--- src/sv/bfc_pkg.sv ---
// ----------------------------------------------------------------------------
// bfc_pkg
// Shared types and constants for the bidirectional flow classifier.
// ----------------------------------------------------------------------------
package bfc_pkg;

  localparam int MAX_SESSIONS_DEF = 256;
  localparam int ADDR_W           = 32;
  localparam int PORT_W           = 16;
  localparam int SESS_IDX_W       = 8;

  // flow key, also the layout of one stored session entry
  typedef struct packed {
    logic [ADDR_W-1:0] src_addr;
    logic [ADDR_W-1:0] dst_addr;
    logic [PORT_W-1:0] src_port;
    logic [PORT_W-1:0] dst_port;
  } flow_key_t;

  // lookup status riding along the chain with each key
  typedef struct packed {
    logic                  valid;
    logic                  found;     // matched or claimed an entry
    logic                  reversed;
    logic                  is_new;
    logic [SESS_IDX_W-1:0] idx;
  } flow_tag_t;

endpackage

--- src/sv/bfc_cell.sv ---
// ----------------------------------------------------------------------------
// bfc_cell
// One session slot: holds an entry, checks the passing key against it in
// both directions, claims the slot for a new flow, and registers the word on.
// ----------------------------------------------------------------------------
module bfc_cell #(
  parameter int IDX   = 0,
  parameter int CNT_W = 9
) (
  input  logic               clk,
  input  logic               rst_n,
  input  logic               en,
  input  logic [CNT_W-1:0]   cnt,
  input  bfc_pkg::flow_key_t key_in,
  input  bfc_pkg::flow_tag_t tag_in,
  output bfc_pkg::flow_key_t key_out,
  output bfc_pkg::flow_tag_t tag_out,
  output logic               claim
);

  localparam logic [CNT_W-1:0] MY_IDX = CNT_W'(IDX);
  localparam logic [bfc_pkg::SESS_IDX_W-1:0] MY_SIDX = bfc_pkg::SESS_IDX_W'(IDX);

  bfc_pkg::flow_key_t entry_r;
  bfc_pkg::flow_key_t key_r;
  bfc_pkg::flow_tag_t tag_r;
  bfc_pkg::flow_tag_t tag_nxt;

  logic live;
  logic fwd;
  logic rev;
  logic hit;
  logic take;

  assign live = tag_in.valid && !tag_in.found;
  assign fwd  = (entry_r == key_in);
  assign rev  = (entry_r.src_addr == key_in.dst_addr) &&
                (entry_r.dst_addr == key_in.src_addr) &&
                (entry_r.src_port == key_in.dst_port) &&
                (entry_r.dst_port == key_in.src_port);
  assign hit  = live && (cnt > MY_IDX) && (fwd || rev);
  assign take = live && (cnt == MY_IDX);   // first free slot
  assign claim = en && take;

  always_comb begin
    tag_nxt = tag_in;
    if (hit) begin
      tag_nxt.found    = 1'b1;
      tag_nxt.reversed = !fwd;   // same direction wins on symmetric flows
      tag_nxt.idx      = MY_SIDX;
    end else if (take) begin
      tag_nxt.found  = 1'b1;
      tag_nxt.is_new = 1'b1;
      tag_nxt.idx    = MY_SIDX;
    end
  end

  always_ff @(posedge clk) begin
    if (!rst_n) begin
      tag_r <= '0;
    end else if (en) begin
      tag_r <= tag_nxt;
    end
  end

  always_ff @(posedge clk) begin
    if (en) begin
      key_r <= key_in;
    end
    if (claim) begin
      entry_r <= key_in;
    end
  end

  assign key_out = key_r;
  assign tag_out = tag_r;

endmodule

--- config.mk ---
export PLATFORM = sky130hd
export DESIGN_NAME = bfc_cell
export DESIGN_NICKNAME = d
export VERILOG_FILES = /design/src/sv/bfc_pkg.sv /design/src/sv/bfc_cell.sv
export SDC_FILE = /design/constraint.sdc
export NUM_CORES = 1
export LEC_CHECK = 0
export ABC_AREA = 1
export BUFFER_PORTS_ARGS = -buffer_cell sky130_fd_sc_hd__clkbuf_2
export CORE_AREA = 2 2 193 100
export DETAILED_ROUTE_END_ITERATION = 16
export DIE_AREA = 0 0 195 102
export HOLD_SLACK_MARGIN = 0.02
export PLACE_DENSITY = 0.76
export SYNTH_ARGS = -nofsm -noshare
export SYNTH_HDL_FRONTEND = slang
export SYNTH_SLANG_ARGS = --single-unit
--- constraint.sdc ---
create_clock -name clk -period 8.6 [get_ports clk]
set_input_delay 0.86 -clock clk [delete_from_list [all_inputs] [get_ports clk]]
set_output_delay 0.86 -clock clk [all_outputs]
set_load 0.1 [all_outputs]
======== Yosys cells after proc, flatten, opt, wreduce, memory -nomap -nowiden ========
Cells that the tools add are included.
storage, ports and cells
  bits in registers ....................... 204
  input port bits ......................... 120
  word-level logic and storage cells ...... 37
operators by class
  order comparisons ....................... 1
  eq/ne operators ......................... 5
  multiplexer cells ....................... 6
  reductions and logical operators ........ 12
operators with widths
  kind                                                                              number
  96-bit == test                                                                    1
  32-bit == test                                                                    2
  16-bit == test                                                                    2
  9-bit by 1-bit greater-than comparator with 1-bit output (second input constant)  1
  9-bit zero test                                                                   1
  9-bit two-way mux                                                                 1
  1-bit logical AND                                                                 8
  8-bit two-way mux                                                                 1
  1-bit two-way mux                                                                 4
  1-bit zero test                                                                   2
  1-bit logical OR                                                                  1

======== Logic depth before layout (Yosys ltp) ========
  depth in word-level cells ............... 7
  gate-level depth with buffers ........... 14

======== Least setup slack after synthesis ========
Ideal clock, no wire load.
  path type ............................... input port to flip-flop
  start point ............................. input port cnt[5]
  end point ............................... register tag_r, in the netlist tag_out[0]
  library setup time ...................... 130 ps
  data arrival time ....................... 7953 ps
  setup slack ............................. 517 ps
  cell stages on the path ................. 8
  cells stage by stage .................... nor2_1 -> nand2_1 -> nor3_1 -> nand3_1 -> nor2_1 -> inv_1 -> o211ai_1 -> a21oi_1
on the way
  longest elaborated chain between the ends .. 4
  elaborated cells between the ends (all ways) .. 7
  those cells by class .................... order compare: 1; mux: 2; reduce/logical: 4
ends and longest elaborated chain
  item                                                                                                RTL line                        text
  start, declared                                                                                     bfc_cell.sv:13                  input logic [CNT_W-1:0] cnt,
  9-bit by 1-bit greater-than comparator with 1-bit output / 9-bit zero test (equally long branches)  bfc_cell.sv:41, bfc_cell.sv:42
  1-bit logical AND, on equally long branches                                                         bfc_cell.sv:41, bfc_cell.sv:42
  1-bit logical AND / 9-bit two-way mux (equally long branches)                                       bfc_cell.sv:41, bfc_cell.sv:51
  8-bit two-way mux (*)                                                                               bfc_cell.sv:47                  if (hit) begin
  end signal, assigned                                                                                bfc_cell.sv:62                  tag_r <= tag_nxt;
  end, declared                                                                                       bfc_cell.sv:26                  bfc_pkg::flow_tag_t tag_r;
Mark *: on every way between the ends. The rest lies on a longest branch, timed or not.
A chain may end at the register's enable or synchronous reset.

======== Final worst setup path ========
  start point ............................. input port en
  end point ............................... output port claim
on the way
  longest elaborated chain between the ends .. 1
ends and longest elaborated chain
  item               RTL line        text
  start, declared    bfc_cell.sv:12  input logic en,
  1-bit logical AND  bfc_cell.sv:43  assign claim = en && take;
  end, declared      bfc_cell.sv:18  output logic claim
No other way between the ends.

==> results.ini <==
[worst_setup_path]
r2r_cells = 10
cpPeakStageDelay_ns = 0.54
setup.worst_path.start_class = input pin
slowest_stage = clkbuf_2
crit_top_cell = buf_4
crit_required_ns = 7.74
crit_fanout = 51
worst_ep_arrival_time_ns = 2.72
crit_type = in2out
worst_setup_path_end_kind = output port
cp_cell_sequence = buf_4 -> inv_1 -> nor2_4 -> buf_4 -> clkbuf_2

[routing]
dr.pass1.iters = 5
drc_errors = 0
wire_per_inst_microns = 15.1
dr_wl_met3_mm = 1.85
via_count = 7641
drt-met1-wl_mm = 10.2
via_per_inst = 4.91
drtIter0Drc = 720
top_layer = met4
ant_nets = 0
wl_met2_mm = 11.2
wirelength_mm = 23.6

[clocking]
numCtsBuffers = 19
cts_root_buffer = clkbuf_16
cts_buffer_depth = 3
ctsResizeCount = 0
h-tree-depth = 1
cts_sinks = 204
cts_tree = yes
clk_pin_slew_ns = 0.06
hold_buffers = 0
clock_latency_ns = 0.50
postCtsSetupBuffers = 0

[synth]
synth_area_leaders = edfxtp_1, nand2_1, inv_1
synth_top_area_frac = 0.593
netlist_instances = 1054
synth_edf_count = 192
synth_top_area_cell = edfxtp_1
synth_nets = 1174
synth.ff_latch_count = 204
synth_async_sr_flop_share = 0
yosysSeqAreaShare = 0.618
syn_area_sq_um = 9720
synth_warnings = 0
ys.flop_type = edfxtp_1
yosysMostFrequentCell = nand2_1
synth_commonest_cells = nand2_1, edfxtp_1, inv_1
avgSynthCellArea_sq_um = 9.22
synth_cell_types = 24

[global_route]
overflow = 0
antenna_found_initial = 0
grt_pass1_vias = 7145
grt_max_degree = 71
grt_pass1_wl_mm = 36.3
grt_usage = 0.236

[timing]
grt_setup_unrepaired = no
hold_viol = 0
worst_pin_slew_ns = 0.952
post-route-period-util = 0.417
slew_headroom = 0.365
setup_tns_ns = 0
fmax_mhz = 279
setup_viol = 0
fin_skew_ns = 0.0259
maxSlewViolCount = 0
period_minus_slack_ns = 3.58

[pwr]
pwr-share-seq = 0.469
power_switching_mw = 0.774
p_comb_frac = 0.195
p_sw_frac = 0.318
clkPwrFrac = 0.336
p_per_area_nw_per_um2 = 207
finalPower_mw = 2.44
p_int_mw = 1.66
leakagePower_nw = 5.68
peakVddDrop_mv = 0.153

[floorplanning]
rows = 35
die_w_microns = 195
die_h_microns = 102
start_util = 0.536
core_area_sq_um = 18100
ioPinCount = 229
die_area_sq_um = 19900

[finish]
multi_input_area_sq_um = 3070
drive_above_1_share = 0.208
diodes = 0
syn_to_final_growth_pct = 21.1
seq_area_sq_um = 6010
fillers = 1449
final_nets = 1423

[placement]
routabilityCongestion = 0.862
hpwl_mm = 17.8
io_buffers = 228

[flow_run]
max_cap_viol_count = 0

[worst_hold_path]
min-delay-path-class = reg2reg
min_path_cells = 2

[outcome]
outcome = completed

==> logic make-up (layout without fill, tap and decap cells) <==
| family | Yosys count | after routing | synth area share |
|---|---|---|---|
| XOR/XNOR | 79 | 79 | 0.0712 |
| flip-flops | 204 | 204 | 0.618 |
| AO/OA/AOI/OAI | 22 | 22 | 0.0144 |
| buffers and inverters | 175 | 437 | 0.0676 |
| AND/OR/NAND/NOR | 574 | 574 | 0.229 |
==> critical path, delay by kind of cell <==
family | cells | cell delay (ns)
buffers and inverters | 4 | 1.65
and+or+nand+nor | 1 | 0.15
==> cell usage in the layout (no fill, tap or decap), drive strengths merged <==
cell and n:
o211ai 8, nor2 110, a21oi 10, o21bai 1, clkinvlp 1, nor3 1, nand3 14, xor2 10
o21ai 3, nand2 447, bufinv 1, xnor2 69, clkinv 8, nand4 2, dfxtp 12, edfxtp 192
clkbuf 252, inv 171, buf 4
==> state kept, by name (all words and copies together) (netlist names) <==
name	count
entry_r	96
key_out	96
tag_out	12
==> per-layer routing <==
metal | track usage | up-vias
met4 | 0.0440 | 0
met5 | 0 | -
met3 | 0.0383 | 27
li1 | - | 3752
met2 | 0.398 | 261
met1 | 0.330 | 3601
==> worst paths after layout <==
check	from	endpoint	slack (ns)
max	en	claim	5.02
min	tag_out[9]	tag_out[9]	0.49
max reg2reg	entry_r[83]	tag_out[2]	6.59
min reg2reg	tag_out[9]	tag_out[9]	0.49
==> through the flow <==
stage | std cells | util | instance area, sq um | setup WS [ns] | hold WS (ns)
after detailed placement | 1522 | 0.617 | 11200 | 5.05 | 0.476
after CTS | 1556 | 0.649 | 11800 | 5.02 | 0.485
after global placement | 1522 | 0.617 | 11200 | 5.11 | 0.473
after global routing | 1556 | 0.649 | 11800 | 4.88 | 0.527
final | 1556 | 0.649 | 11800 | 5.02 | 0.491
after floorplan | 1054 | - | 9720 | 0.517 | 0.857
==> power by group through the flow <==
stage | Sequential [mW] | Clock (mW) | Combinational [mW]
6_report | 1.14 | 0.818 | 0.476
5_1_grt | 1.15 | 0.865 | 0.498
2_1_floorplan | 1.46 | 0 | 0.0639
4_1_cts | 1.14 | 0.832 | 0.477
3_5_place_dp | 1.16 | 0 | 0.476
3_3_place_gp | 1.16 | 0 | 0.470
==> cell type report <==
cell class              count  area share
well taps                 240      0.0255
inverters                 172      0.0548
clock inverters             9     0.00595
clock buffers              25      0.0440
multi-input cells         675       0.261
repair buffers            231      0.0990
flip-flops and latches    204       0.510
Note: power is estimated with default switching activity, not from simulation.
